<file path="config.mk">
export PLATFORM = sky130hd
export DESIGN_NAME = sync_length_sum_frame_parser_core
export DESIGN_NICKNAME = d
export VERILOG_FILES = /design/src/hdl/slfp_pkg.sv /design/src/hdl/sync_length_sum_frame_parser_core.sv /design/src/hdl/slfp_decode.sv
export SDC_FILE = /design/constraint.sdc
export NUM_CORES = 1
export LEC_CHECK = 0
export BUFFER_PORTS_ARGS = -buffer_cell sky130_fd_sc_hd__buf_2
export CAP_MARGIN = 5
export CORE_MARGIN = 2
export CORE_UTILIZATION = 54
export DETAILED_ROUTE_END_ITERATION = 8
export PLACE_DENSITY = 0.75
export SKIP_LAST_GASP = 1
export SLEW_MARGIN = 25
export SYNTH_ARGS = -nofsm -noshare
export SYNTH_HDL_FRONTEND = slang
export SYNTH_SLANG_ARGS = --single-unit
</file>
<file path="constraint.sdc">
create_clock -name clock -period 6.9 [get_ports clock]
set_input_delay 1.38 -clock clock [delete_from_list [all_inputs] [get_ports clock]]
set_output_delay 1.38 -clock clock [all_outputs]
set_load 0.01 [all_outputs]
</file>
<file path="src/hdl/slfp_pkg.sv">
// ----------------------------------------------------------------------------
// slfp_pkg: shared types and constants of the sync/length/sum frame parser
// Holds the sync and id codes, the result kinds, the payload store depth and
// the result record passed from the frame decoder to the top level.
// ----------------------------------------------------------------------------
package slfp_pkg;

   localparam logic [7:0] SYNC_FIRST  = 8'h66;
   localparam logic [7:0] SYNC_SECOND = 8'hCC;
   localparam logic [7:0] ID_STATE    = 8'h02;
   localparam logic [7:0] ID_PID      = 8'h05;

   localparam int STORE_DEPTH = 9;
   localparam int STORE_IDX_W = 4;

   localparam logic signed [16:0] WORD_OFFSET = 17'sd30000;

   localparam logic [2:0] KIND_STATE    = 3'd0;
   localparam logic [2:0] KIND_PID      = 3'd1;
   localparam logic [2:0] KIND_OTHER    = 3'd2;
   localparam logic [2:0] KIND_CHECKSUM = 3'd3;
   localparam logic [2:0] KIND_OVERFLOW = 3'd4;

   typedef logic [STORE_DEPTH-1:0][7:0] slfp_store_type;

   typedef struct packed {
      logic [2:0]         frame_kind;
      logic [7:0]         frame_ident;
      logic signed [16:0] value_a;
      logic signed [16:0] value_b;
      logic signed [16:0] value_c;
      logic signed [16:0] value_d;
      logic [7:0]         brake_level;
   } slfp_result_type;

   // big-endian byte pair minus the word offset
   function automatic logic signed [16:0] word_at(input logic [7:0] hi, input logic [7:0] lo);
      word_at = $signed({1'b0, hi, lo}) - WORD_OFFSET;
   endfunction

endpackage

</file>
<file path="src/hdl/sync_length_sum_frame_parser_core.sv">
// ----------------------------------------------------------------------------
// sync_length_sum_frame_parser_core: serial frame parser, one byte per word
// Hunts for the sync pair, reads id and length, stores the payload, checks
// the 8-bit sum and reports one result word per completed or overflowing frame.
// ----------------------------------------------------------------------------
// Usage:
//   req_* carries one received byte per word in req_tdata[7:0].
//   rsp_* carries one result word per frame: rsp_tuser holds frame_kind
//   (0 state, 1 pid, 2 other id, 3 checksum error, 4 overflow); rsp_tdata
//   holds ident, value_a..value_d and brake_level.
//   Throughput: one byte per cycle while req_tready is high. Each byte is parsed in the cycle it is
//   accepted; the parser state and the payload store update at that edge.
//   The result of a frame appears in rsp_tvalid in the cycle after its
//   checksum byte (or the overflowing byte) is accepted.
//   The single output register decouples the two sides: req_tready stays
//   high while the output register is empty or being drained, so a byte is
//   taken in the same cycle a pending result leaves. When the receiver
//   stalls with a result pending, req_tready drops until that result is
//   taken; nothing is lost.
//   Reset (synchronous, active high) returns the parser to sync hunting,
//   clears the sum, id, length and store, and empties the output register.
//   Frames needing length + 4 >= MAX_FRAME always end with an overflow word.
// ----------------------------------------------------------------------------
module sync_length_sum_frame_parser_core
   import slfp_pkg::*;
#(
   parameter int MAX_FRAME = 64
) (
   input  logic        clock,
   input  logic        reset,
   input  logic        req_tvalid,
   output logic        req_tready,
   input  logic [7:0]  req_tdata,   // [7:0] in_byte
   output logic        rsp_tvalid,
   input  logic        rsp_tready,
   output logic [87:0] rsp_tdata,   // [7:0] frame_ident, [24:8] value_a,
                                    // [41:25] value_b, [58:42] value_c,
                                    // [75:59] value_d, [83:76] brake_level
   output logic [2:0]  rsp_tuser    // [2:0] frame_kind
);

   // index counts up to MAX_FRAME; end-of-frame compare needs length + 4
   localparam int IDX_W = $clog2(MAX_FRAME + 1);
   localparam int CMP_W = (IDX_W > 9) ? IDX_W : 9;

   logic [IDX_W-1:0] byte_index_ff, byte_index_in;
   logic [7:0]       ident_ff, ident_in;
   logic [7:0]       length_ff, length_in;
   logic [7:0]       sum_ff, sum_in;
   slfp_store_type   store_ff, store_in;

   logic             rsp_tvalid_ff, rsp_tvalid_in;
   slfp_result_type  rsp_ff, rsp_in;

   logic             accept;
   logic [7:0]       in_byte;
   logic [IDX_W-1:0] pos;
   logic             end_of_frame;
   logic             res_valid;
   slfp_result_type  res;
   slfp_result_type  frame_res;

   assign in_byte    = req_tdata;
   // accept while the output register is empty or draining this cycle
   assign req_tready = !rsp_tvalid_ff || rsp_tready;
   assign accept     = req_tvalid && req_tready;

   assign pos          = byte_index_ff - IDX_W'(4);
   assign end_of_frame = (CMP_W'(byte_index_ff) == (CMP_W'(length_ff) + CMP_W'(4)));

   slfp_decode u_decode (
      .ident    (ident_ff),
      .sum_ok   (in_byte == sum_ff),
      .store    (store_ff),
      .result   (frame_res)
   );

   always_comb begin
      byte_index_in = byte_index_ff;
      ident_in      = ident_ff;
      length_in     = length_ff;
      sum_in        = sum_ff;
      store_in      = store_ff;
      res_valid     = 1'b0;
      res           = '0;
      if (accept) begin
         if (byte_index_ff == '0) begin
            // hunting: a first sync byte opens a frame and clears the store
            if (in_byte == SYNC_FIRST) begin
               store_in      = '0;
               sum_in        = '0;
               byte_index_in = IDX_W'(1);
            end
         end else if (byte_index_ff == IDX_W'(1)) begin
            // a bad second sync byte drops back to hunting, not rechecked
            byte_index_in = (in_byte == SYNC_SECOND) ? IDX_W'(2) : '0;
         end else if (CMP_W'(byte_index_ff) >= CMP_W'(MAX_FRAME)) begin
            // frame bound hit: drop the byte and report overflow
            byte_index_in    = '0;
            res_valid        = 1'b1;
            res.frame_kind   = KIND_OVERFLOW;
         end else if (byte_index_ff == IDX_W'(2)) begin
            ident_in      = in_byte;
            sum_in        = in_byte;
            byte_index_in = IDX_W'(3);
         end else if (byte_index_ff == IDX_W'(3)) begin
            length_in     = in_byte;
            sum_in        = sum_ff + in_byte;
            byte_index_in = IDX_W'(4);
         end else if (end_of_frame) begin
            // checksum byte: classify and emit the frame
            byte_index_in = '0;
            res_valid     = 1'b1;
            res           = frame_res;
         end else begin
            // payload: store the first bytes, sum them all
            if (pos < IDX_W'(STORE_DEPTH)) begin
               store_in[pos[STORE_IDX_W-1:0]] = in_byte;
            end
            sum_in        = sum_ff + in_byte;
            byte_index_in = byte_index_ff + IDX_W'(1);
         end
      end
   end

   always_comb begin
      rsp_tvalid_in = rsp_tvalid_ff;
      rsp_in        = rsp_ff;
      if (accept && res_valid) begin
         rsp_tvalid_in = 1'b1;
         rsp_in        = res;
      end else if (rsp_tready) begin
         rsp_tvalid_in = 1'b0;
      end
   end

   always_ff @(posedge clock) begin
      if (reset) begin
         byte_index_ff <= '0;
         ident_ff      <= '0;
         length_ff     <= '0;
         sum_ff        <= '0;
         store_ff      <= '0;
         rsp_tvalid_ff <= 1'b0;
      end else begin
         byte_index_ff <= byte_index_in;
         ident_ff      <= ident_in;
         length_ff     <= length_in;
         sum_ff        <= sum_in;
         store_ff      <= store_in;
         rsp_tvalid_ff <= rsp_tvalid_in;
      end
   end

   // result payload: hold while stalled, load on a new result
   always_ff @(posedge clock) begin
      rsp_ff <= rsp_in;
   end

   assign rsp_tvalid = rsp_tvalid_ff;
   assign rsp_tuser  = rsp_ff.frame_kind;
   assign rsp_tdata  = {4'b0000, rsp_ff.brake_level, rsp_ff.value_d, rsp_ff.value_c,
                        rsp_ff.value_b, rsp_ff.value_a, rsp_ff.frame_ident};

endmodule

</file>
<file path="src/hdl/slfp_decode.sv">
// ----------------------------------------------------------------------------
// slfp_decode: result formation for a completed frame
// Classifies the frame by checksum and id and extracts the payload words.
// ----------------------------------------------------------------------------
module slfp_decode
   import slfp_pkg::*;
(
   input  logic [7:0]      ident,
   input  logic            sum_ok,
   input  slfp_store_type  store,
   output slfp_result_type result
);

   always_comb begin
      result             = '0;
      result.frame_ident = ident;
      if (!sum_ok) begin
         result.frame_kind = KIND_CHECKSUM;
      end else begin
         unique case (ident)
            ID_STATE: begin
               result.frame_kind  = KIND_STATE;
               result.value_a     = word_at(store[0], store[1]);
               result.value_b     = word_at(store[2], store[3]);
               result.value_c     = word_at(store[4], store[5]);
               result.value_d     = word_at(store[6], store[7]);
               result.brake_level = store[8];
            end
            ID_PID: begin
               result.frame_kind = KIND_PID;
               result.value_a    = word_at(store[0], store[1]);
               result.value_b    = word_at(store[2], store[3]);
               result.value_c    = word_at(store[4], store[5]);
            end
            default: begin
               result.frame_kind = KIND_OTHER;
            end
         endcase
      end
   end

endmodule
</file>
==> run metrics <==
Layout fillers=1257; dominant synthesized flop cell=dfxtp_1; initial antenna violation count=0; Ports=105; CTS hold repair buffers=0; dpl hpwl=13.6 mm; first-pass GRT wire length=30.8 mm; HP Class=reg -> reg; GRT Util Overall=23.6%; crit end category=register; routed via count=6475; number of DRC markers in iteration 0=596; Critical Path, Cell by Cell=inv_1 -> ha_1 -> o21ai_0 -> nand2_1 -> nor4_4 -> buf_4 -> nand2_2 -> nor3_1; Fin Hold WS=0.476 ns; GR Overflow Total=0; max-cap violations=0; ANT cells=0; max-slew violations=0; Period minus WS final=3.66 ns; top cell type's share of synthesized area=30.4%; Fin. Hold Viols=0; PD cells=228 nW/um^2; worst slew pin tran=0.840 ns; Tcrit/Tclk final=53.0%; die height=130 um; Ys Warns=0; DRT Pass-1 Iters=5; CTS tree=built; Synth-to-Final Area Change=14.7%; Post-Syn Area per Cell=11.1 sq um; critical path's largest stage delay=0.68 ns; setup violators final=0; r2r setup slk=3.24 ns; Clk pin slew, worst setup/hold paths=0.07 ns; core area=15700 sq um; EDFF count, synth=87; Netlist cell types=63; Setup TNS Final=0 ns; Inserted Clock Buffers=17; worst setup margin=3.24 ns; worst-case clock buffer depth=2; Seq cells post-synth=191; Post-DRT Antenna Nets=0; Fmax=273 MHz; placed inst area=9220 sq um; Setup WS pre-CTS=2.85 ns; status=finished, final reports clean; via/cell ratio=5.97; H-tree Lvls=4; Slew HR=43.6%; final wirelength=19.9 mm; routed len/inst=18.4 um; Sink Count=191; drt drc=0; pin count of the biggest net entering global routing=88; Syn Inst Count=776; most frequent cells in the layout=dfxtp_1, buf_2, edfxtp_1; # rows=46; Post-Syn Area=8590 sq um; layout cell share with drive strength beyond 1=20.2%; Seq/Total Area, Yosys=54.7%; commonest non-fill, non-tap cell in the layout=dfxtp_1; maximum vdd drop=0.168 mV; NumNets Final=889; Post-CTS Resized=0; cell at the slowest stage of the critical path=nor4_4; ys async rst share=0%; vias in the first global route=6019; clock skew=0.00771 ns; die width=130 um; post-CTS setup buffers=0; area leader, netlist=edfxtp_1; crit path kind=reg -> reg; RePlAce Congestion=0.942; Starting Density=54.6%; fin area=9850 sq um; Clock Latency Late Sink=0.43 ns; LEAKAGE=3.85 nW; DIE AREA=16900 sq um; largest cells by area after synthesis=edfxtp_1, dfxtp_1, a32o_1; Worst Path Max Fanout=36; critical path launch point type=register; clk root buf=clkbuf_16; worst path arrival time=3.91 ns; unrepaired setup endpoints after global routing=false; CP required=7.15 ns; port bufs=100
==> area by class of cell <==
| class | instances | area, sq um | share of cell area (%) |
|---|---|---|---|
| well taps | 216 | 270 | 2.74 |
| multi-input cells | 533 | 3690 | 37.5 |
| clock inverters | 12 | 155 | 1.58 |
| clock buffers | 20 | 468 | 4.75 |
| inverters | 6 | 22.5 | 0.229 |
| flip-flops and latches | 191 | 4690 | 47.7 |
| repair buffers | 106 | 549 | 5.58 |
==> where the power goes <==
| part | internal [W] | switching, W | total [W] |
|---|---|---|---|
| Combinational | 0.0000110 | 0.0000374 | 0.0000483 |
| Clock | 0.000603 | 0.000422 | 0.00102 |
| Sequential | 0.00117 | 0.000000125 | 0.00117 |
==> worst max-delay path, delay by kind of cell, from the launching register on <==
kind,cells,cell delay (ns)
AND/OR/NAND/NOR,4,1.63
AO/OA/AOI/OAI,1,0.46
flip-flops,1,0.48
buffers and inverters,2,0.45
adder cells (fa/ha/maj),1,0.44
==> sequential cells by signal (all words and copies together), names as in the netlist <==
register	cells
byte_index_ff	7
ident_ff	8
length_ff	8
rsp_tdata	84
rsp_tuser	3
rsp_tvalid	1
store_ff	72
sum_ff	8
==> layer usage <==
| metal | global-route usage [%] | vias to the layer above | routed length, um |
|---|---|---|---|
| met5 | 0 | - | 0 |
| met2 | 39.2 | 245 | 9730 |
| met3 | 4.59 | 31 | 1150 |
| met4 | 8.35 | 0 | 388 |
| met1 | 30.9 | 3154 | 8630 |
| li1 | - | 3045 | - |
==> synthesized netlist by cell type (9+ instances only) <==
cell type,n
nand2_1,51
clkbuf_1,30
xor2_1,18
nand4_2,9
dfxtp_1,104
ha_1,21
mux2i_1,23
nor2b_1,11
a21oi_1,28
edfxtp_1,87
xnor2_1,24
buf_2,10
nand3_1,34
a21o_1,15
nor2_1,77
nor3_1,17
or2_2,9
o21ai_0,9
a32o_1,63
and2_1,21
and3_1,19
==> logic make-up after synthesis <==
family | count (synthesis) | share of synthesized area [%]
mux | 25 | 2.94
flops | 191 | 54.7
fa+ha+maj | 22 | 3.29
simple gates | 294 | 18.3
other cells | 1 | 0.0437
buf+inv | 55 | 2.87
xor+xnor | 42 | 4.28
compound gates | 146 | 13.6
==> stage by stage <==
step                cells  total power [W]  util [%]
floorplan             779          0.00123         -
global placement     1052          0.00124      58.7
detailed placement   1052          0.00124      58.7
CTS                  1084          0.00225      62.7
global route         1084          0.00230      62.7
finish               1084          0.00225      62.7
==> worst paths after layout <==
path                            startpoint                          end  cells past startpoint
max          byte_index_ff[0]$_SDFFE_PP0P_  rsp_tdata[41]$_SDFFCE_PP0P_                      8
min                 sum_ff[0]$_SDFFE_PP0P_       sum_ff[0]$_SDFFE_PP0P_                      2
max reg2reg  byte_index_ff[0]$_SDFFE_PP0P_  rsp_tdata[41]$_SDFFCE_PP0P_                      8
min reg2reg         sum_ff[0]$_SDFFE_PP0P_       sum_ff[0]$_SDFFE_PP0P_                      2
No activity file was read; power rests on OpenSTA's default activity.
